### src/kab_pkg.sv
package kab_pkg;

   // Default fraction bits of covariance, noise, dt and gain values
   localparam int KAB_COV_FRAC_BITS = 28;

   // Operand widths of the shared multiply unit
   localparam int KAB_A_W   = 35;
   localparam int KAB_B_W   = 33;
   localparam int KAB_ACC_W = KAB_A_W + KAB_B_W;

   // Width of the gain denominator R + P00
   localparam int KAB_DEN_W = 34;

   // Configuration register indexes
   localparam logic [1:0] CSR_Q_ANGLE = 2'd0;
   localparam logic [1:0] CSR_Q_BIAS  = 2'd1;
   localparam logic [1:0] CSR_R_MEAS  = 2'd2;
   localparam logic [1:0] CSR_DT      = 2'd3;

   // Multiply unit control
   typedef struct packed {
      logic lo;
      logic hi;
      logic sub;
   } mac_ctrl_type;

   // Divider states
   typedef enum logic [1:0] {
      DV_IDLE,
      DV_RUN,
      DV_DONE
   } div_state_type;

   // Sequencer phases
   typedef enum logic [2:0] {
      PH_IDLE,
      PH_LO,
      PH_HI,
      PH_WB,
      PH_K0_GO,
      PH_K0_WAIT,
      PH_K1_GO,
      PH_K1_WAIT
   } phase_type;

   // Multiply operations, in issue order; bias is corrected before the
   // angle so that both corrections see the innovation of the predicted angle
   typedef enum logic [3:0] {
      OP_ANGLE_PRED,
      OP_C00_PRED,
      OP_C01_PRED,
      OP_C10_PRED,
      OP_C11_PRED,
      OP_C10_CORR,
      OP_C11_CORR,
      OP_C00_CORR,
      OP_C01_CORR,
      OP_BIAS_CORR,
      OP_ANGLE_CORR
   } op_type;

endpackage

### src/kalman_angle_bias_filter.sv
// Two-state Kalman filter for tilt angle and gyro bias. Each req item carries
// a measured angle and a gyro rate in signed Q16.16; each rsp item returns the
// corrected angle and bias in signed Q16.16. Covariance, noise terms, dt and
// gains are Q4.28 (COV_FRAC_BITS) and every stored value saturates to 32 bits.
// One shared multiply unit handles eleven products, each in phases LO, HI and
// WB, and one restoring divider forms both gains; req_tready is low from accept
// to result.
// A finished result waits in the rsp register while the next item is taken.
// Configuration writes on the csr port are accepted whenever reset is low and
// must be made while no item is in flight.
module kalman_angle_bias_filter #(
   parameter int COV_FRAC_BITS = kab_pkg::KAB_COV_FRAC_BITS
) (
   input  logic        clock,
   input  logic        reset,
   input  logic        req_tvalid,
   output logic        req_tready,
   input  logic [63:0] req_tdata,   // [31:0] angle_meas, [63:32] gyro_rate
   output logic        rsp_tvalid,
   input  logic        rsp_tready,
   output logic [63:0] rsp_tdata,   // [31:0] angle_est, [63:32] bias_est
   input  logic        csr_valid,
   output logic        csr_ready,
   input  logic [1:0]  csr_index,
   input  logic [31:0] csr_data
);
   import kab_pkg::*;

   localparam logic [31:0] ONE_Q      = 32'(64'd1 << COV_FRAC_BITS);
   localparam logic [31:0] Q_RESET    = 32'((64'd1 << COV_FRAC_BITS) / 64'd1000);
   localparam logic [31:0] R_RESET    = 32'(64'd5 << COV_FRAC_BITS);
   localparam logic [31:0] DT_RESET   = 32'((64'd5 << COV_FRAC_BITS) / 64'd1000);

   phase_type          phase_ff, phase_in;
   op_type             op_ff, op_in;
   logic [31:0]        q_angle_ff, q_bias_ff, r_meas_ff, dt_ff;
   logic signed [31:0] angle_ff, angle_in, bias_ff, bias_in;
   logic signed [31:0] c00_ff, c00_in, c01_ff, c01_in;
   logic signed [31:0] c10_ff, c10_in, c11_ff, c11_in;
   logic signed [31:0] meas_ff, meas_in, rate_ff, rate_in;
   logic signed [31:0] k0_ff, k0_in, k1_ff, k1_in;
   logic               rsp_valid_ff, rsp_valid_in;
   logic [63:0]        rsp_data_ff, rsp_data_in;

   mac_ctrl_type               mac_ctrl;
   logic signed [KAB_A_W-1:0]  mac_a;
   logic signed [KAB_B_W-1:0]  mac_b;
   logic signed [31:0]         mac_base;
   logic signed [31:0]         mac_result;
   logic                       div_start;
   logic                       div_done;
   logic signed [31:0]         div_num;
   logic signed [31:0]         div_quot;
   logic signed [KAB_DEN_W-1:0] den;
   logic signed [KAB_A_W-1:0]  err;
   logic signed [KAB_B_W-1:0]  dt_op;
   logic                       accept;

   assign accept     = req_tvalid && req_tready;
   assign req_tready = (phase_ff == PH_IDLE) && !reset;
   assign rsp_tvalid = rsp_valid_ff;
   assign rsp_tdata  = rsp_data_ff;
   assign csr_ready  = !reset;

   // Configuration registers
   always_ff @(posedge clock) begin
      if (reset) begin
         q_angle_ff <= Q_RESET;
         q_bias_ff  <= Q_RESET;
         r_meas_ff  <= R_RESET;
         dt_ff      <= DT_RESET;
      end else if (csr_valid && csr_ready) begin
         case (csr_index)
            CSR_Q_ANGLE: q_angle_ff <= csr_data;
            CSR_Q_BIAS:  q_bias_ff  <= csr_data;
            CSR_R_MEAS:  r_meas_ff  <= csr_data;
            CSR_DT:      dt_ff      <= csr_data;
            default: ;
         endcase
      end
   end

   // Shared operands
   assign dt_op   = $signed({1'b0, dt_ff});
   assign err     = KAB_A_W'(meas_ff) - KAB_A_W'(angle_ff);
   assign den     = KAB_DEN_W'($signed({1'b0, r_meas_ff})) + KAB_DEN_W'(c00_ff);
   assign div_num = (phase_ff == PH_K1_GO) ? c10_ff : c00_ff;

   // Route operands and control of the current multiply
   always_comb begin
      mac_a        = KAB_A_W'(c00_ff);
      mac_b        = dt_op;
      mac_base     = c00_ff;
      mac_ctrl.lo  = (phase_ff == PH_LO);
      mac_ctrl.hi  = (phase_ff == PH_HI);
      mac_ctrl.sub = 1'b0;
      case (op_ff)
         OP_ANGLE_PRED: begin
            mac_a    = KAB_A_W'(rate_ff) - KAB_A_W'(bias_ff);
            mac_base = angle_ff;
         end
         OP_C00_PRED: begin
            mac_a = KAB_A_W'($signed({1'b0, q_angle_ff})) - KAB_A_W'(c01_ff)
                    - KAB_A_W'(c10_ff);
         end
         OP_C01_PRED: begin
            mac_a    = KAB_A_W'(0) - KAB_A_W'(c11_ff);
            mac_base = c01_ff;
         end
         OP_C10_PRED: begin
            mac_a    = KAB_A_W'(0) - KAB_A_W'(c11_ff);
            mac_base = c10_ff;
         end
         OP_C11_PRED: begin
            mac_a    = KAB_A_W'($signed({1'b0, q_bias_ff}));
            mac_base = c11_ff;
         end
         OP_C10_CORR: begin
            mac_b        = KAB_B_W'(k1_ff);
            mac_base     = c10_ff;
            mac_ctrl.sub = 1'b1;
         end
         OP_C11_CORR: begin
            mac_a        = KAB_A_W'(c01_ff);
            mac_b        = KAB_B_W'(k1_ff);
            mac_base     = c11_ff;
            mac_ctrl.sub = 1'b1;
         end
         OP_C00_CORR: begin
            mac_b        = KAB_B_W'(k0_ff);
            mac_ctrl.sub = 1'b1;
         end
         OP_C01_CORR: begin
            mac_a        = KAB_A_W'(c01_ff);
            mac_b        = KAB_B_W'(k0_ff);
            mac_base     = c01_ff;
            mac_ctrl.sub = 1'b1;
         end
         OP_ANGLE_CORR: begin
            mac_a    = err;
            mac_b    = KAB_B_W'(k0_ff);
            mac_base = angle_ff;
         end
         OP_BIAS_CORR: begin
            mac_a    = err;
            mac_b    = KAB_B_W'(k1_ff);
            mac_base = bias_ff;
         end
         default: ;
      endcase
   end

   // Sequencer: next phase, writeback and result hand-off
   always_comb begin
      phase_in     = phase_ff;
      op_in        = op_ff;
      angle_in     = angle_ff;
      bias_in      = bias_ff;
      c00_in       = c00_ff;
      c01_in       = c01_ff;
      c10_in       = c10_ff;
      c11_in       = c11_ff;
      meas_in      = meas_ff;
      rate_in      = rate_ff;
      k0_in        = k0_ff;
      k1_in        = k1_ff;
      rsp_data_in  = rsp_data_ff;
      rsp_valid_in = rsp_valid_ff && !rsp_tready;
      div_start    = 1'b0;
      case (phase_ff)
         PH_IDLE: begin
            if (accept) begin
               meas_in  = $signed(req_tdata[31:0]);
               rate_in  = $signed(req_tdata[63:32]);
               op_in    = OP_ANGLE_PRED;
               phase_in = PH_LO;
            end
         end
         PH_LO: begin
            phase_in = PH_HI;
         end
         PH_HI: begin
            phase_in = PH_WB;
         end
         PH_WB: begin
            case (op_ff)
               OP_ANGLE_PRED, OP_ANGLE_CORR: angle_in = mac_result;
               OP_C00_PRED, OP_C00_CORR:     c00_in   = mac_result;
               OP_C01_PRED, OP_C01_CORR:     c01_in   = mac_result;
               OP_C10_PRED, OP_C10_CORR:     c10_in   = mac_result;
               OP_C11_PRED, OP_C11_CORR:     c11_in   = mac_result;
               OP_BIAS_CORR:                 bias_in  = mac_result;
               default: ;
            endcase
            if (op_ff == OP_ANGLE_CORR) begin
               // hold until the rsp register is free
               if (rsp_valid_ff && !rsp_tready) begin
                  angle_in = angle_ff;
               end else begin
                  rsp_valid_in = 1'b1;
                  rsp_data_in  = {bias_ff, mac_result};
                  phase_in     = PH_IDLE;
               end
            end else if (op_ff == OP_C11_PRED) begin
               phase_in = PH_K0_GO;
            end else begin
               op_in    = op_type'(4'(op_ff) + 4'd1);
               phase_in = PH_LO;
            end
         end
         PH_K0_GO: begin
            div_start = 1'b1;
            phase_in  = PH_K0_WAIT;
         end
         PH_K0_WAIT: begin
            if (div_done) begin
               k0_in    = div_quot;
               phase_in = PH_K1_GO;
            end
         end
         PH_K1_GO: begin
            div_start = 1'b1;
            phase_in  = PH_K1_WAIT;
         end
         PH_K1_WAIT: begin
            if (div_done) begin
               k1_in    = div_quot;
               op_in    = OP_C10_CORR;
               phase_in = PH_LO;
            end
         end
         default: begin
            phase_in = PH_IDLE;
         end
      endcase
   end

   always_ff @(posedge clock) begin
      if (reset) begin
         phase_ff     <= PH_IDLE;
         op_ff        <= OP_ANGLE_PRED;
         rsp_valid_ff <= 1'b0;
         angle_ff     <= '0;
         bias_ff      <= '0;
         c00_ff       <= $signed(ONE_Q);
         c01_ff       <= '0;
         c10_ff       <= '0;
         c11_ff       <= $signed(ONE_Q);
      end else begin
         phase_ff     <= phase_in;
         op_ff        <= op_in;
         rsp_valid_ff <= rsp_valid_in;
         angle_ff     <= angle_in;
         bias_ff      <= bias_in;
         c00_ff       <= c00_in;
         c01_ff       <= c01_in;
         c10_ff       <= c10_in;
         c11_ff       <= c11_in;
      end
      meas_ff     <= meas_in;
      rate_ff     <= rate_in;
      k0_ff       <= k0_in;
      k1_ff       <= k1_in;
      rsp_data_ff <= rsp_data_in;
   end

   kab_mac #(
      .COV_FRAC_BITS (COV_FRAC_BITS)
   ) u_mac (
      .clock  (clock),
      .ctrl   (mac_ctrl),
      .a_in   (mac_a),
      .b_in   (mac_b),
      .base   (mac_base),
      .result (mac_result)
   );

   kab_div #(
      .COV_FRAC_BITS (COV_FRAC_BITS)
   ) u_div (
      .clock (clock),
      .reset (reset),
      .start (div_start),
      .num   (div_num),
      .den   (den),
      .done  (div_done),
      .quot  (div_quot)
   );

endmodule

### src/kab_mac.sv
module kab_mac #(
   parameter int COV_FRAC_BITS = kab_pkg::KAB_COV_FRAC_BITS
) (
   input  logic                               clock,
   input  kab_pkg::mac_ctrl_type              ctrl,
   input  logic signed [kab_pkg::KAB_A_W-1:0] a_in,
   input  logic signed [kab_pkg::KAB_B_W-1:0] b_in,
   input  logic signed [31:0]                 base,
   output logic signed [31:0]                 result
);
   import kab_pkg::*;

   localparam int PP_W  = KAB_A_W + 17;
   localparam int SUM_W = KAB_ACC_W + 1;

   logic signed [PP_W-1:0]      prod_lo;
   logic signed [PP_W-1:0]      prod_hi;
   logic signed [KAB_ACC_W-1:0] acc_ff;
   logic signed [KAB_ACC_W-1:0] acc_in;
   logic signed [KAB_ACC_W-1:0] shifted;
   logic signed [SUM_W-1:0]     base_ext;
   logic signed [SUM_W-1:0]     term;
   logic signed [SUM_W-1:0]     sum;

   // Partial products over the low and high halves of b
   assign prod_lo = a_in * $signed({1'b0, b_in[15:0]});
   assign prod_hi = a_in * $signed(b_in[KAB_B_W-1:16]);

   // Accumulate low half first, then the shifted high half
   always_comb begin
      acc_in = acc_ff;
      if (ctrl.lo) begin
         acc_in = KAB_ACC_W'(prod_lo);
      end else if (ctrl.hi) begin
         acc_in = acc_ff + (KAB_ACC_W'(prod_hi) <<< 16);
      end
   end

   always_ff @(posedge clock) begin
      acc_ff <= acc_in;
   end

   // Floor shift, add or subtract against base, saturate to 32 bits
   assign shifted  = acc_ff >>> COV_FRAC_BITS;
   assign base_ext = SUM_W'(base);
   assign term     = SUM_W'(shifted);
   assign sum      = ctrl.sub ? (base_ext - term) : (base_ext + term);

   always_comb begin
      if (sum[SUM_W-1] && !(&sum[SUM_W-2:31])) begin
         result = 32'sh8000_0000;
      end else if (!sum[SUM_W-1] && (|sum[SUM_W-2:31])) begin
         result = 32'sh7fff_ffff;
      end else begin
         result = sum[31:0];
      end
   end

endmodule

### src/kab_div.sv
module kab_div #(
   parameter int COV_FRAC_BITS = kab_pkg::KAB_COV_FRAC_BITS
) (
   input  logic                                 clock,
   input  logic                                 reset,
   input  logic                                 start,
   input  logic signed [31:0]                   num,
   input  logic signed [kab_pkg::KAB_DEN_W-1:0] den,
   output logic                                 done,
   output logic signed [31:0]                   quot
);
   import kab_pkg::*;

   localparam int NUM_W = 33 + COV_FRAC_BITS;

   div_state_type          state_ff, state_in;
   logic [4:0]             cnt_ff, cnt_in;
   logic [KAB_DEN_W-1:0]   rem_ff, rem_in;
   logic [KAB_DEN_W-1:0]   dv_ff, dv_in;
   logic [31:0]            lo_ff, lo_in;
   logic [31:0]            q_ff, q_in;
   logic                   neg_ff, neg_in;
   logic [32:0]            mag_p;
   logic [KAB_DEN_W-1:0]   mag_d;
   logic [NUM_W-1:0]       mag_n;
   logic [KAB_DEN_W-1:0]   num_hi;
   logic [KAB_DEN_W:0]     trial;

   // Magnitudes of the scaled numerator and of the denominator
   assign mag_p  = num[31] ? (33'd0 - 33'($signed(num))) : 33'(num);
   assign mag_d  = den[KAB_DEN_W-1] ? (KAB_DEN_W'(0) - den) : den;
   assign mag_n  = NUM_W'(mag_p) << COV_FRAC_BITS;
   assign num_hi = KAB_DEN_W'(mag_n >> 32);
   assign trial  = {rem_ff, lo_ff[31]};

   always_comb begin
      state_in = state_ff;
      cnt_in   = cnt_ff;
      rem_in   = rem_ff;
      dv_in    = dv_ff;
      lo_in    = lo_ff;
      q_in     = q_ff;
      neg_in   = neg_ff;
      done     = 1'b0;
      case (state_ff)
         DV_IDLE: begin
            if (start) begin
               neg_in = num[31] ^ den[KAB_DEN_W-1];
               dv_in  = mag_d;
               rem_in = num_hi;
               lo_in  = mag_n[31:0];
               q_in   = '0;
               cnt_in = '0;
               if (den == '0) begin
                  // no gain for a zero denominator
                  state_in = DV_DONE;
               end else if (num_hi >= mag_d) begin
                  // quotient needs more than 32 bits: saturate
                  q_in     = '1;
                  state_in = DV_DONE;
               end else begin
                  state_in = DV_RUN;
               end
            end
         end
         DV_RUN: begin
            // one restoring step per cycle
            if (trial >= {1'b0, dv_ff}) begin
               rem_in = KAB_DEN_W'(trial - {1'b0, dv_ff});
               q_in   = {q_ff[30:0], 1'b1};
            end else begin
               rem_in = KAB_DEN_W'(trial);
               q_in   = {q_ff[30:0], 1'b0};
            end
            lo_in  = {lo_ff[30:0], 1'b0};
            cnt_in = cnt_ff + 5'd1;
            if (cnt_ff == 5'd31) begin
               state_in = DV_DONE;
            end
         end
         DV_DONE: begin
            done     = 1'b1;
            state_in = DV_IDLE;
         end
         default: begin
            state_in = DV_IDLE;
         end
      endcase
   end

   always_ff @(posedge clock) begin
      if (reset) begin
         state_ff <= DV_IDLE;
      end else begin
         state_ff <= state_in;
      end
      cnt_ff <= cnt_in;
      rem_ff <= rem_in;
      dv_ff  <= dv_in;
      lo_ff  <= lo_in;
      q_ff   <= q_in;
      neg_ff <= neg_in;
   end

   // Apply sign and saturate the truncated quotient
   always_comb begin
      if (!neg_ff) begin
         quot = q_ff[31] ? 32'sh7fff_ffff : $signed(q_ff);
      end else if (q_ff > 32'h8000_0000) begin
         quot = 32'sh8000_0000;
      end else begin
         quot = $signed(32'd0 - q_ff);
      end
   end

endmodule

### config.mk
export PLATFORM = sky130hd
export DESIGN_NAME = kalman_angle_bias_filter
export DESIGN_NICKNAME = d
export VERILOG_FILES = /design/src/kab_pkg.sv /design/src/kalman_angle_bias_filter.sv /design/src/kab_mac.sv /design/src/kab_div.sv
export SDC_FILE = /design/constraint.sdc
export NUM_CORES = 2
export LEC_CHECK = 0
export BUFFER_PORTS_ARGS = -buffer_cell sky130_fd_sc_hd__buf_2
export CORE_MARGIN = 2
export CORE_UTILIZATION = 60
export CTS_CLUSTER_DIAMETER = 200
export CTS_CLUSTER_SIZE = 24
export DETAILED_ROUTE_END_ITERATION = 12
export PLACE_DENSITY = 0.77
export SETUP_SLACK_MARGIN = 0.02
export SLEW_MARGIN = 20
export SYNTH_ARGS = -nofsm -noshare
export SYNTH_HDL_FRONTEND = slang
export SYNTH_SLANG_ARGS = --single-unit
### constraint.sdc
create_clock -name clock -period 18 [get_ports clock]
set_input_delay 2.7 -clock clock [delete_from_list [all_inputs] [get_ports clock]]
set_output_delay 2.7 -clock clock [all_outputs]
set_load 0.01 [all_outputs]
==> flow_metrics.tcl <==
set metrics [dict create \
    die_area_um2 143000 \
    drc_errors 0 \
    cts_tree "built" \
    clock-sinks 684 \
    cts_made_buffers 34 \
    crit_family "compound AO/OA/AOI/OAI gates" \
    synth_top_family_by_area "adder cells" \
    reg2reg_to "u_mac.acc_ff[67]$_DFFE_PP_" \
    worstSetupPathType "reg2reg" \
    holdWs_ns 0.469 \
    tns_ns 0 \
    area_growth_pct 5.09 \
    grt_usage_pct 42.9 \
    total_power_mw 17.8 \
    antenna_found_initial 13 \
    p_per_area_nw_per_um2 202 \
    nets 11500 \
    post_cts_resized 0 \
    cts_max_level 2 \
    initial_core_util_pct 60.3 \
    synthTopCellsByArea "fa_1, edfxtp_1, ha_1" \
    slowest_delay_ns 0.95 \
    port_buffers 169 \
    drt-wirelength-per-cell_um 26.3 \
    drt_iter0_markers 8737 \
    ys_seq_elements 684 \
    first_pass_iters 7 \
    whs_path_depth 2 \
    ant_nets 0 \
    overflow 0 \
    crit_buf_inv 7 \
    top_layer "met5" \
    fin_cells 11600 \
    rr_startpoint "c01_ff[7]$_SDFFE_PP0P_" \
    cpMaxStageDelayCell "nor4_1" \
    worst_slew_pin_slew_ns 1.37 \
    clock_skew_ns 0.0483 \
    yosys.area_share.simple_pct 15.8 \
    fp-row-count 137 \
    globalplace.congestion 1.07 \
    synthMuxAreaShare_pct 0.615 \
    r2r_slack_ns 3.82 \
    min_to "r_meas_ff[16]$_SDFFE_PP0P_" \
    ios 170 \
    endpoint_kind "flop" \
    dp_hpwl_um 240000 \
    critical_path.startpoint_type "flop" \
    status "finished, final reports clean" \
    met2WireLength_um 128000 \
    cts_setup_buffers 0 \
    synth_compound_area_share_pct 14.5 \
    synth_top_area_share_pct 27.1 \
    ys.flop_type "edfxtp_1" \
    via_per_inst 6.33 \
    totalWireLength_um 305000 \
    drt-met1-wl_um 117000 \
    netlist_area_um2 83800 \
    cp_data_required_time_ns 18.39 \
    clockBufferDepth 3 \
    design.core.area_um2 139000 \
    hold_viol 0 \
    die_y_um 378 \
    avgSynthCellArea_um2 8.59 \
    grt_pass1_wl_um 455000 \
    ys_warn_count 0 \
    clkLatencyLatePin_ns 0.66 \
    grt_max_degree 82 \
    worstHoldStart "r_meas_ff[16]$_SDFFE_PP0P_" \
    hp-class "reg2reg" \
    met3_length_um 40200 \
    peakVddDrop_uv 755 \
    ys_seq_area_share_pct 20.6 \
    ff2ff_path_depth 52 \
    layout-drive-gt1-share_pct 5.53 \
    synth_cells 9759 \
    async_flop_share_pct 0 \
    fin_crit_sh_pct 78.8 \
    ys_types 92 \
    yosys.area.top_type "fa_1" \
    setup_viol 0 \
    vias 73300 \
    max_freq_mhz 70.5 \
    dp.cells 11500 \
    ctsHoldBuffers 0 \
    nFillCells 11900 \
    clk_pin_slew_ns 0.11 \
    synth-xor-area-share_pct 4.47 \
    finalMaxSlewViolations 0 \
    min_period_ns 14.18 \
    cap_viol_max_count 0 \
    synth_fp_nets 11500 \
    synthAdderAreaFrac_pct 35.2 \
    grt_pass1_vias 72500 \
    synth_most_common_cell "inv_1" \
    cts-root-buf "clkbuf_16" \
    synth_edf_count 354 \
    slew_headroom_pct 7.71 \
    leakage_nw 40.6 \
    die-width_um 378 \
    rsz0062_at_grt "no" \
    path_max_fanout 21 \
    arrival_ns 14.57 \
    synthTopCellsByCount "inv_1, nand2_1, fa_1, nor2_1, ha_1" \
]
## power breakdown
group	internal (mW)	switching, mW
logic	5.63	9.16
registers	1.95	0.132
clock network	0.381	0.568
## flip-flops by register name, summed over array words and instances, names as in the netlist, 4 cells and up
name	flops
dt_ff	32
u_div.dv_ff	34
c01_ff	32
u_div.cnt_ff	5
op_ff	4
q_bias_ff	32
c00_ff	32
rsp_tdata	64
c10_ff	32
rate_ff	32
u_mac.acc_ff	52
u_div.q_ff	32
angle_ff	32
k0_ff	32
meas_ff	32
r_meas_ff	32
c11_ff	32
k1_ff	32
bias_ff	32
u_div.lo_ff	4
q_angle_ff	32
u_div.rem_ff	34
## metal layers
| metal | global-route usage (%) | vias up |
|---|---|---|
| met4 | 22.3 | 20 |
| met2 | 62.8 | 4676 |
| met5 | 0 | - |
| li1 | - | 31600 |
| met3 | 12.8 | 947 |
| met1 | 57.6 | 36000 |
## how the worst max path moves through the flow
stage	cells past startpoint	slack, ns	end	from
floorplan	54	6.64	u_mac.acc_ff[67]$_DFFE_PP_	q_angle_ff[0]$_SDFFE_PP1P_
global placement	47	4.27	u_mac.acc_ff[67]$_DFFE_PP_	c01_ff[7]$_SDFFE_PP0P_
detailed placement	53	4.22	u_mac.acc_ff[67]$_DFFE_PP_	q_angle_ff[0]$_SDFFE_PP1P_
CTS	53	4.12	u_mac.acc_ff[67]$_DFFE_PP_	q_angle_ff[0]$_SDFFE_PP1P_
global route	52	2.90	u_mac.acc_ff[67]$_DFFE_PP_	c01_ff[0]$_SDFFE_PP0P_
finish	52	3.82	u_mac.acc_ff[67]$_DFFE_PP_	c01_ff[7]$_SDFFE_PP0P_
## placed cells by master, fill, tap and decap left out, drive strengths merged, types with 27 or more instances in the layout
cell / count
inv: 1490
nand2: 1463
fa: 1135
nor2: 852
ha: 545
a21oi: 522
o21ai: 481
edfxtp: 354
buf: 346
dfxtp: 330
xnor2: 248
a21o: 246
xor2: 180
nand3: 145
nor3: 131
and2: 85
nor2b: 72
nand2b: 64
o21a: 62
a22oi: 58
a31oi: 56
clkbuf: 55
or3: 54
mux2i: 47
a211oi: 47
o211ai: 47
nand4: 46
o21bai: 44
a222oi: 34
and3: 34
a221oi: 28
o31ai: 28
o311ai: 28
nor4: 27
## cell type report
| class | count | area [µm²] | area share (%) |
|---|---|---|---|
| multi-input combinational | 7121 | 59700 | 67.8 |
| clock buffer | 55 | 951 | 1.08 |
| clock inverter | 4 | 62.6 | 0.0710 |
| inverter | 1488 | 5590 | 6.34 |
| antenna | 4 | 10.0 | 0.0114 |
| tap | 1876 | 2350 | 2.66 |
| sequential | 684 | 17200 | 19.6 |
| timing repair buffer | 346 | 2210 | 2.51 |
## per-stage QoR
step           util [%]  instance area (µm²)  setup slack, ns
6_report           63.4                88100             3.82
5_1_grt            63.4                88100             2.90
4_1_cts            63.3                88000             4.12
3_5_place_dp       62.6                87000             4.22
3_3_place_gp       62.6                87000             4.27
2_1_floorplan         -                83800             6.64
## kinds of logic after synthesis
| logic type | after synthesis |
|---|---|
| buf+inv | 1954 |
| compound gates | 1898 |
| simple gates | 3063 |
| mux | 51 |
| other cells | 1 |
| fa+ha+maj | 1680 |
| flops | 684 |
| xor+xnor | 428 |
## worst reg2reg max path: cells and delay by family (launching register included)
kind            cells  cell delay (ns)
compound gates     21             4.91
xor+xnor            3             0.47
simple gates       10             2.27
flops               1             0.42
mux                 1             0.42
buf+inv             7             0.92
fa+ha+maj          10             4.54
Note: power is estimated with default switching activity, not from simulation.
